$ cat config.mk
export PLATFORM = sky130hd
export DESIGN_NAME = wagon_motion_status_fsm_top
export DESIGN_NICKNAME = d
export VERILOG_FILES = /design/src/rtl/wms_pkg.sv /design/src/rtl/wagon_motion_status_fsm_top.sv
export SDC_FILE = /design/constraint.sdc
export NUM_CORES = 1
export LEC_CHECK = 0
export BUFFER_PORTS_ARGS = -buffer_cell sky130_fd_sc_hd__clkbuf_2
export CAP_MARGIN = 10
export CORE_ASPECT_RATIO = 1.25
export CORE_MARGIN = 2
export CORE_UTILIZATION = 49
export DETAILED_ROUTE_END_ITERATION = 8
export PLACE_DENSITY = 0.76
export SLEW_MARGIN = 25
export SYNTH_ARGS = -nofsm -noshare
export SYNTH_HDL_FRONTEND = slang
export SYNTH_SLANG_ARGS = --single-unit
$ cat constraint.sdc
create_clock -name i_clk -period 11.3 [get_ports i_clk]
set_clock_uncertainty 0.1 [all_clocks]
set_input_delay 1.695 -clock i_clk [delete_from_list [all_inputs] [get_ports i_clk]]
set_output_delay 1.695 -clock i_clk [all_outputs]
set_load 0.01 [all_outputs]
$ cat src/rtl/wms_pkg.sv
`default_nettype none

package wms_pkg;

    // event kinds
    localparam logic [1:0] ACT_VALID        = 2'd0;
    localparam logic [1:0] ACT_MALFORMED    = 2'd1;
    localparam logic [1:0] ACT_LINK_TIMEOUT = 2'd2;

    // register indexes (byte address / 4)
    localparam logic [1:0] REG_CHARGE_THR  = 2'd0;
    localparam logic [1:0] REG_MOTOR_THR   = 2'd1;
    localparam logic [1:0] REG_STOP_TMO    = 2'd2;

    // register reset values
    localparam logic [9:0]  CHARGE_THR_RST = 10'd270;
    localparam logic [6:0]  MOTOR_THR_RST  = 7'd12;
    localparam logic [31:0] STOP_TMO_RST   = 32'd60000;

    typedef enum logic [2:0] {
        ST_HOME  = 3'd0,
        ST_FWD   = 3'd1,
        ST_BWD   = 3'd2,
        ST_STOP  = 3'd3,
        ST_ALARM = 3'd4,
        ST_LINK  = 3'd5
    } t_status;

    typedef struct packed {
        logic [1:0]        action;
        logic [9:0]        battery_decivolts;
        logic signed [7:0] motor_volts;
        logic [31:0]       now_ms;
        logic [31:0]       epoch_seconds;
    } t_in_req;

    typedef struct packed {
        logic [2:0]  reported_status;
        logic        status_changed;
        logic [31:0] trip_start_seconds;
    } t_out_req;

endpackage

`default_nettype wire

$ cat src/rtl/wagon_motion_status_fsm_top.sv
// Wagon motion status tracker. Each telemetry request carries an event kind,
// battery level in tenths of a volt, a signed motor voltage, a wrapping
// millisecond time and a wall-clock time in seconds; each produces exactly
// one result request with the reported status (home, forward, backward,
// stopped, alarm or link error), a flag set when that status differs from
// the one reported before, and the wall-clock time at which the last trip
// left home. A request goes through two registers: an input register and a
// result register, with the state machine update in between. The result is
// offered from the result register, which loads when it is free, and a new
// request is accepted every cycle as long as the result side takes its
// results. The three thresholds sit on an APB-style port at byte addresses
// 0, 4 and 8; the user must write them only while no request is in flight,
// which the block itself does not enforce.
`default_nettype none

module wagon_motion_status_fsm_top (
    input  wire                    i_clk,
    input  wire                    i_rst_n,
    // input channel
    input  wire                    i_in_valid,
    output logic                   o_in_stall,
    input  wire wms_pkg::t_in_req  i_in_req,
    // result channel
    output logic                   o_out_valid,
    input  wire                    i_out_stall,
    output wms_pkg::t_out_req      o_out_req,
    // configuration port
    input  wire                    psel,
    input  wire                    penable,
    input  wire                    pwrite,
    input  wire  [3:0]             paddr,
    input  wire  [31:0]            pwdata,
    output logic [31:0]            prdata,
    output logic                   pready
);
    import wms_pkg::*;

    // configuration registers
    logic [9:0]  r_charge_thr;
    logic [6:0]  r_motor_thr;
    logic [31:0] r_stop_tmo;

    // block state
    t_status     r_wagon_state, n_wagon_state;
    t_status     r_last_reported;
    logic [31:0] r_stop_started;
    logic [31:0] r_trip_started;

    // pipeline registers
    logic        r_in_valid;
    t_in_req     r_in;
    logic        r_out_valid;
    t_out_req    r_out;

    logic        out_load;
    logic        proc;
    logic        in_accept;
    logic        cfg_wr;
    logic [1:0]  cfg_idx;

    // decoded event
    logic        is_link;
    logic [9:0]  battery;
    logic signed [8:0] motor;
    logic signed [8:0] thr_pos;
    logic signed [8:0] thr_neg;
    logic        chg;
    logic        mv;
    t_status     mv_dir;
    logic        tmo_hit;
    logic [31:0] stop_elapsed;

    // outputs of the state machine
    t_status     status;
    logic        latch_stop;
    logic        latch_trip;

    // ---------------- configuration port ----------------
    assign pready  = 1'b1;
    assign cfg_wr  = psel && penable && pwrite && pready;
    assign cfg_idx = paddr[3:2];

    always_ff @(posedge i_clk) begin
        if (!i_rst_n) begin
            r_charge_thr <= CHARGE_THR_RST;
            r_motor_thr  <= MOTOR_THR_RST;
            r_stop_tmo   <= STOP_TMO_RST;
        end else if (cfg_wr) begin
            case (cfg_idx)
                REG_CHARGE_THR: r_charge_thr <= pwdata[9:0];
                REG_MOTOR_THR:  r_motor_thr  <= pwdata[6:0];
                REG_STOP_TMO:   r_stop_tmo   <= pwdata;
                default: begin
                    // address beyond the register list: write dropped
                end
            endcase
        end
    end

    always_comb begin
        case (cfg_idx)
            REG_CHARGE_THR: prdata = {22'd0, r_charge_thr};
            REG_MOTOR_THR:  prdata = {25'd0, r_motor_thr};
            REG_STOP_TMO:   prdata = r_stop_tmo;
            default:        prdata = 32'd0;
        endcase
    end

    // ---------------- handshake ----------------
    // the result register frees up when empty or when its result is taken
    assign out_load   = !r_out_valid || !i_out_stall;
    assign proc       = r_in_valid && out_load;
    assign o_in_stall = r_in_valid && !out_load;
    assign in_accept  = i_in_valid && !o_in_stall;

    always_ff @(posedge i_clk) begin
        if (!i_rst_n) begin
            r_in_valid <= 1'b0;
        end else if (!o_in_stall) begin
            r_in_valid <= i_in_valid;
        end
    end

    always_ff @(posedge i_clk) begin
        if (in_accept) begin
            r_in <= i_in_req;
        end
    end

    // ---------------- event decode ----------------
    // link timeout and the unused code both report link error
    assign is_link = (r_in.action != ACT_VALID) && (r_in.action != ACT_MALFORMED);

    // malformed message reads as zero battery and zero motor
    always_comb begin
        if (r_in.action == ACT_MALFORMED) begin
            battery = 10'd0;
            motor   = 9'sd0;
        end else begin
            battery = r_in.battery_decivolts;
            motor   = 9'(r_in.motor_volts);
        end
    end

    assign thr_pos = $signed({2'b00, r_motor_thr});
    assign thr_neg = -thr_pos;
    assign chg     = battery >= r_charge_thr;

    // forward wins when the threshold is zero and the motor is zero
    always_comb begin
        if (motor >= thr_pos) begin
            mv     = 1'b1;
            mv_dir = ST_FWD;
        end else if (motor <= thr_neg) begin
            mv     = 1'b1;
            mv_dir = ST_BWD;
        end else begin
            mv     = 1'b0;
            mv_dir = ST_HOME;
        end
    end

    // wrapping millisecond difference since the stop began
    assign stop_elapsed = r_in.now_ms - r_stop_started;
    assign tmo_hit      = stop_elapsed > r_stop_tmo;

    // ---------------- state machine: next state ----------------
    always_comb begin
        n_wagon_state = r_wagon_state;
        case (r_wagon_state)
            ST_HOME: begin
                if (!mv && !chg)     n_wagon_state = ST_STOP;
                else if (mv && !chg) n_wagon_state = mv_dir;
            end
            ST_FWD, ST_BWD: begin
                if (!mv && !chg)     n_wagon_state = ST_STOP;
                else if (!mv && chg) n_wagon_state = ST_HOME;
            end
            ST_STOP: begin
                if (!mv && chg)      n_wagon_state = ST_HOME;
                else if (mv && !chg) n_wagon_state = mv_dir;
                else if (tmo_hit)    n_wagon_state = ST_ALARM;
            end
            ST_ALARM: begin
                if (!mv && chg)      n_wagon_state = ST_HOME;
                else if (mv && !chg) n_wagon_state = mv_dir;
            end
            default: n_wagon_state = ST_HOME;
        endcase
    end

    // ---------------- state machine: outputs ----------------
    always_comb begin
        latch_stop = 1'b0;
        latch_trip = 1'b0;
        case (r_wagon_state)
            ST_HOME: begin
                latch_stop = !mv && !chg;
                latch_trip = mv && !chg;
            end
            ST_FWD, ST_BWD: begin
                latch_stop = !mv && !chg;
            end
            default: begin
                // stopped and alarm never latch; a new trip starts only from home
            end
        endcase
        status = is_link ? ST_LINK : n_wagon_state;
    end

    always_ff @(posedge i_clk) begin
        if (!i_rst_n) begin
            r_wagon_state   <= ST_HOME;
            r_last_reported <= ST_HOME;
            r_stop_started  <= 32'd0;
            r_trip_started  <= 32'd0;
        end else if (proc) begin
            r_last_reported <= status;
            if (!is_link) begin
                r_wagon_state <= n_wagon_state;
                if (latch_stop) r_stop_started <= r_in.now_ms;
                if (latch_trip) r_trip_started <= r_in.epoch_seconds;
            end
        end
    end

    // ---------------- result register ----------------
    always_ff @(posedge i_clk) begin
        if (!i_rst_n) begin
            r_out_valid <= 1'b0;
        end else if (out_load) begin
            r_out_valid <= r_in_valid;
        end
    end

    always_ff @(posedge i_clk) begin
        if (proc) begin
            r_out.reported_status    <= status;
            r_out.status_changed     <= status != r_last_reported;
            r_out.trip_start_seconds <= (!is_link && latch_trip) ? r_in.epoch_seconds
                                                                  : r_trip_started;
        end
    end

    assign o_out_valid = r_out_valid;
    assign o_out_req   = r_out;

    // ---------------- assertions ----------------
    // a link error request leaves the machine and its latches alone
    a_link_holds: assert property (@(posedge i_clk) disable iff (!i_rst_n)
        (proc && is_link) |=> ($stable(r_wagon_state) && $stable(r_stop_started)
                               && $stable(r_trip_started)))
        else $error("link error request changed the wagon state");

    // the remembered status is the one just put into the result register
    a_last_matches: assert property (@(posedge i_clk) disable iff (!i_rst_n)
        proc |=> (r_last_reported == t_status'(r_out.reported_status)))
        else $error("last reported status differs from the delivered one");

    // trip start moves only when the wagon leaves home
    a_trip_from_home: assert property (@(posedge i_clk) disable iff (!i_rst_n)
        ($past(i_rst_n) && !$stable(r_trip_started)) |->
            ($past(r_wagon_state) == ST_HOME)
            && (r_wagon_state == ST_FWD || r_wagon_state == ST_BWD))
        else $error("trip start latched outside a departure from home");

    // stop time moves only on entering stopped
    a_stop_latch: assert property (@(posedge i_clk) disable iff (!i_rst_n)
        ($past(i_rst_n) && !$stable(r_stop_started)) |-> (r_wagon_state == ST_STOP))
        else $error("stop time latched without entering stopped");

endmodule

`default_nettype wire

* Word-level counts from Yosys, hierarchy flattened
Cells that the tools add are included.
** Word-level totals
- Flip-flop bits (word level) :: 241
- Output and inout bits :: 71
** Operators by class
- $add $sub $neg :: 2
- Magnitude comparators :: 4
- Eq/ne operators :: 9
- Muxes and demuxes :: 20
- Bitwise operators :: 1
- Reductions and logical operators :: 29
** Operators with widths (count)
- 32-bit one-hot mux with 3 select lines :: 1
- 32-bit > comparator :: 1
- 32-bit 2-to-1 mux :: 1
- 32-bit subtractor :: 1
- 3-bit 2-to-1 mux :: 9
- 3-bit one-hot mux with 4 select lines :: 1
- 10-bit >= comparator :: 1
- 1-bit logical AND :: 10
- 10-bit 2-to-1 mux :: 1
- 9-bit by 8-bit >= comparator with 1-bit output :: 1
- 9-bit <= comparator :: 1
- 9-bit 2-to-1 mux :: 1
- 7-bit negation with 9-bit output :: 1
- 2-bit AND reduction :: 4
- 1-bit zero test :: 7
- 3-bit by 2-bit equality test with 1-bit output, second input constant :: 2
- 3-bit AND reduction :: 2
- 2-bit by 1-bit equality test with 1-bit output, second input constant :: 2
- 1-bit 2-to-1 mux :: 4
- 2-bit 2-to-1 mux :: 2
- 3-bit by 1-bit equality test with 1-bit output, second input constant :: 1
- 3-bit equality test, second input constant :: 1
- 3-bit zero test :: 1
- 3-bit != test :: 1
- 8 further kinds :: 8

* Depth between registers and ports, before layout
- Depth in word-level cells :: 12
- Mapped depth :: 23
- Gate-level depth less buffers :: 23

* Least setup slack after synthesis
OpenSTA, ideal clock, no wires.
- Path kind :: input port to flip-flop
- Start point :: in i_out_stall
- End point :: reg r_in[0] in the netlist's numbering, enable pin
- Arrival time :: 5656 ps
- Required time :: 10664 ps
- Path slack :: 5007 ps
- Stages on the path :: 2
- Cells stage by stage :: and3_1 > nor2b_1
** Between the ends
- Cells in the longest elaborated chain, start to end :: 6
** Ends and longest elaborated chain
- from (decl) :: line wagon_motion_status_fsm_top.sv:25 : input wire i_out_stall,
- 1-bit zero test :: line wagon_motion_status_fsm_top.sv:111 : assign out_load = !r_out_valid || !i_out_stall;
- 1-bit logical OR :: line wagon_motion_status_fsm_top.sv:111
- 1-bit zero test :: line wagon_motion_status_fsm_top.sv:113 : assign o_in_stall = r_in_valid && !out_load;
- 1-bit logical AND :: line wagon_motion_status_fsm_top.sv:113
- 1-bit zero test
- 1-bit logical AND :: line wagon_motion_status_fsm_top.sv:114 : assign in_accept = i_in_valid && !o_in_stall;
- net in_accept :: line wagon_motion_status_fsm_top.sv:57 : logic in_accept;
- to (signal assigned) :: line wagon_motion_status_fsm_top.sv:126 : r_in <= i_in_req;
- to (decl) :: line wagon_motion_status_fsm_top.sv:51 : t_in_req r_in;
The timed path passes the listed nets, and every way through them passes these cells.
A chain may end at the register's enable or synchronous reset.

* Final worst setup path
- Start point :: reg r_in[32] in the netlist's numbering
- End point :: reg r_out (netlist bit o_out_req[32]) (data pin)
** Between the ends
- Cells in the longest elaborated chain, start to end :: 8
** Ends and longest elaborated chain
- 32-bit subtractor :: line wagon_motion_status_fsm_top.sv:164 : assign stop_elapsed = r_in.now_ms - r_stop_started;
- 32-bit > comparator :: line wagon_motion_status_fsm_top.sv:165 : assign tmo_hit = stop_elapsed > r_stop_tmo;
- 3-bit 2-to-1 mux :: line wagon_motion_status_fsm_top.sv:182 : else if (tmo_hit) n_wagon_state = ST_ALARM;
- 3-bit 2-to-1 mux :: line wagon_motion_status_fsm_top.sv:181 : else if (mv && !chg) n_wagon_state = mv_dir;
- 3-bit 2-to-1 mux :: line wagon_motion_status_fsm_top.sv:180 : if (!mv && chg) n_wagon_state = ST_HOME;
- 3-bit one-hot mux with 4 select lines :: line wagon_motion_status_fsm_top.sv:170 : case (r_wagon_state)
- 3-bit 2-to-1 mux :: line wagon_motion_status_fsm_top.sv:208 : status = is_link ? ST_LINK : n_wagon_state;
- net status[2] :: line wagon_motion_status_fsm_top.sv:74 : t_status status;
- 3-bit != test :: line wagon_motion_status_fsm_top.sv:239 : r_out.status_changed <= status != r_last_reported;
- to (decl) :: line wagon_motion_status_fsm_top.sv:53 : t_out_req r_out;
The timed path passes the listed nets, and every way through them passes these cells.

==> summary.md <==
| Metric | Value |
|---|---|
| Outcome | finished, final reports clean |
| Slew Limit Fails | 0 |
| Pre-CTS WS | about 5.5 ns |
| Initial antenna violation count | 2 |
| Clock slew at reported path FFs | roughly 0.06 ns |
| Commonest cells after routing, fill and taps aside | 243 x nand2_1, 193 x clkbuf_2, 121 x dfxtp_1 |
| Sequential area share after synthesis | around half |
| Row cnt | 64 |
| Reg2reg start | r_in[32] |
| Area of the multi-input gates | roughly 0.0056 mm2 |
| IO buf count | between 150 and 200 |
| Final setup fails | 0 |
| Hold EP | r_trip_started[3] |
| Fin cells | approximately 1.8k |
| # fillers | around 2.1k |
| Hold path startpoint | r_trip_started[3] |
| Top Family by Delay on Critical Path | simple AND/OR/NAND/NOR gates |
| Top Metal Used | met4 |
| Synth Flop Type | dfxtp_1 |
| Die Y | about 180 um |
| Quantity of hold-fixing buffers added after cts | 0 |
| Routed vias/inst | about 5.3 |
| CP Launch Type | flip-flop |
| Clock sink total | around 240 |
| Tmin final | between 5 and 6 ns |
| Total Routing Usage GR | between 20% and 30% |
| First-pass DRT Iterations | 5 |
| Gates resized, CTS repair | 0 |
| Crit-path max cell delay | 0.75 ns |
| Post-synthesis register bit count | around 240 |
| Leakage | 0.005631 uW |
| Post-synth EDFFs | 120 |
| Peak Freq | 0.1737 GHz |
| Longest Clk Path Bufs | 3 |
| RR Endpoint | o_out_req[32] |
| CTS tree | built |
| Layout Nets | 1632 |
| Detailed-route DRC error count | 0 |
| Setup crit end kind | flip-flop |
| CP max FO | 5 |
| Initial core utilization | ~50% |
| Width of the die | approximately 150 um |
| Async S/R FF share, synth | 0% |
| Mean Syn Cell Area | just under 10 um2 |
| CP dominant cell by count | nand4_1 |
| Mapped Area | roughly 0.012 mm2 |
| Critical Path RT | between 10 and 15 ns |
| Worst path slowest cell | nor4_1 |
| WHS Path Cells | 2 |
| HP Class | reg -> reg |
| Final Cell Area | ~0.014 mm2 |
| Placement Cell Area | roughly 0.014 mm2 |
| CTS Buf Count | 24 |
| Full die area | roughly 0.026 mm2 |
| Placed Cells | ~1.7k |
| DR WL met3 | about 1400 um |
| Least-Margin Pin Slew | around 1.0 ns |
| CP Class | reg -> reg |
| Min Hold Slack | roughly 0.35 ns |
| Number of global-route vias before repair | 9198 |
| Slew HR | roughly a third |
| Largest net degree at the start of global routing | 87 |
| Core area | 0.02450 mm2 |
| Post-route antenna net violation count | 0 |
| Layout cell share with drive strength beyond 1 | around a fifth |
| Iter 0 DRT Violations | about 410 |
| Clock Latency Late Sink | roughly 0.53 ns |
| First-pass GRT wire length | 45440 um |
| H-Tree Depth | 1 |
| Synth Warn # | 0 |
| Commonest non-fill, non-tap cell in the layout | nand2_1 |
| WP data arrival | 5.92 ns |
| # IOs | about 200 |
| Dpl hpwl | between 15000 and 20000 um |
| WL final | ~28000 um |
| Clk root buf | clkbuf_16 |
| Worst R2R Setup Slack | around 5.5 ns |
| Post-synth cell types | 60 |
| Power Dens Cells | 140.5 mW/mm2 |
| Post-CTS setup buffers | 0 |
| Final worst slack | approximately 5.5 ns |
| M1 wire length | ~11000 um |
| Fin. Hold Viols | 0 |
| Final worst-path cycle share | between 50 and 60% |
| GPL Wtd Cong | 0.8969 |
| Routed len/inst | 15.71 um |
| Max Cap Viol | 0 |
| Peak VDD IR | roughly 0.096 mV |
| WP buf/inv | 2 |
| GRT overflow | 0 |
| Vias | 9299 |
| Met2 Routed Length | about 14000 um |
| Synthesized instance count | about 1.2k |
| R2R depth | 22 |
| RSZ-0062 raised after global routing | no |
| Setup_tns | 0 ns |
| Area growth syn-to-layout | 17.17% |
| Net count after synthesis | approximately 1.4k |
| Seq. cell area | 0.006026 mm2 |
| CP cell instances | inv_1 > ha_1 > inv_1 > fa_1 > a21oi_1 > o21bai_1 > a41oi_1 > nand4_1 > o2111ai_1 > nand2_1 > a21oi_1 > a31oi_1 > xor2_1 > ha_1 > nand4_1 > nor4_1 > nand3_1 > nand4_1 > a32oi_1 > or2_2 > xnor2_1 > o2111ai_1 |
## worst max-delay path by stage
| stage | startpoint | end | depth (start not counted) |
|---|---|---|---|
| floorplan | i_out_stall | r_in[0] | 2 |
| global placement | r_in[32] | o_out_req[32] | 22 |
| detailed placement | r_in[32] | o_out_req[32] | 22 |
| CTS | r_in[32] | o_out_req[32] | 22 |
| global route | r_in[32] | o_out_req[32] | 22 |
| finish | r_in[32] | o_out_req[32] | 22 |
## per-layer routing
layer	vias to the layer above	global-route usage, %
li1	4649	-
met1	4342	25.48
met2	257	38.82
met3	51	2.759
met4	0	6.667
met5	-	0
## sequential cells by signal, indices dropped and copies added (netlist names), 7 cells and up
| register | flops |
|---|---|
| r_stop_started | 32 |
| r_charge_thr | 10 |
| r_in | 84 |
| o_out_req | 36 |
| r_stop_tmo | 32 |
| r_motor_thr | 7 |
| r_trip_started | 32 |
## tightest hold or removal path, stage by stage (launching register included)
cell and delay, ns:
dfxtp_1 0.31, nand2_1 0.05, a21boi_1 0.05
## stage by stage
| step | utilization (%) | total power, uW |
|---|---|---|
| 2_1_floorplan | - | 1158 |
| 4_1_cts | 58.31 | 2026 |
| 5_1_grt | 58.33 | 2094 |
| 6_report | 58.33 | 2009 |
| 3_3_place_gp | 55.10 | 1232 |
| 3_5_place_dp | 55.10 | 1240 |
## power breakdown
group	switching, uW	leakage (uW)	internal, uW
clock	338	0.000374	450
combinational	140	0.00313	109
sequential	15.8	0.00213	956
total	494	0.00563	1520
## synth_stat cells, types with 3 or more instances
cell type	instances	area, um2
a21oi_1	46	230.2
nor3_1	9	45.04
o21bai_1	3	22.52
a21boi_0	94	705.7
a21boi_1	5	37.54
buf_2	13	65.06
nand2b_1	7	43.79
or3_1	4	25.02
edfxtp_1	120	3603
nor2_1	44	165.2
o31a_1	3	26.28
nand3_1	17	85.08
nor2b_1	14	87.58
xor2_1	15	131.4
nor3b_1	4	30.03
a2111oi_0	3	26.28
a21o_1	18	135.1
mux2i_1	15	150.1
xnor2_1	22	192.7
o211ai_1	18	135.1
nor4_1	4	25.02
nand2_1	243	912.1
clkbuf_1	31	116.4
dfxtp_1	121	2422
a211oi_1	4	30.03
and2_1	39	244.0
nand4_1	18	112.6
mux2_2	32	360.4
o21a_1	9	67.56
inv_1	92	345.3
ha_1	89	1114
a31oi_1	10	62.56
o2111ai_1	3	26.28
o21ai_0	23	115.1
and3_1	5	31.28
## kinds of logic (layout without fill, tap and decap cells)
logic type	count (synthesis)	count (layout)	share of synthesized area [%]
flops	241	241	49.40
simple gates	416	416	15.31
fa+ha+maj	90	90	9.293
xor+xnor	37	37	2.657
mux	47	47	4.185
compound gates	258	258	14.68
buf+inv	139	343	4.441
other cells	1	3	0.03074
## cell type report
cell class / instances / area share [%]
clock inverter: 10 / 0.6916
inverter: 92 / 2.416
multi-input combinational: 849 / 39.52
timing repair buffer: 207 / 7.476
clock buffer: 34 / 4.815
tap: 330 / 2.889
sequential: 241 / 42.16
antenna: 2 / 0.03502
(Power assumes the default switching activity.)
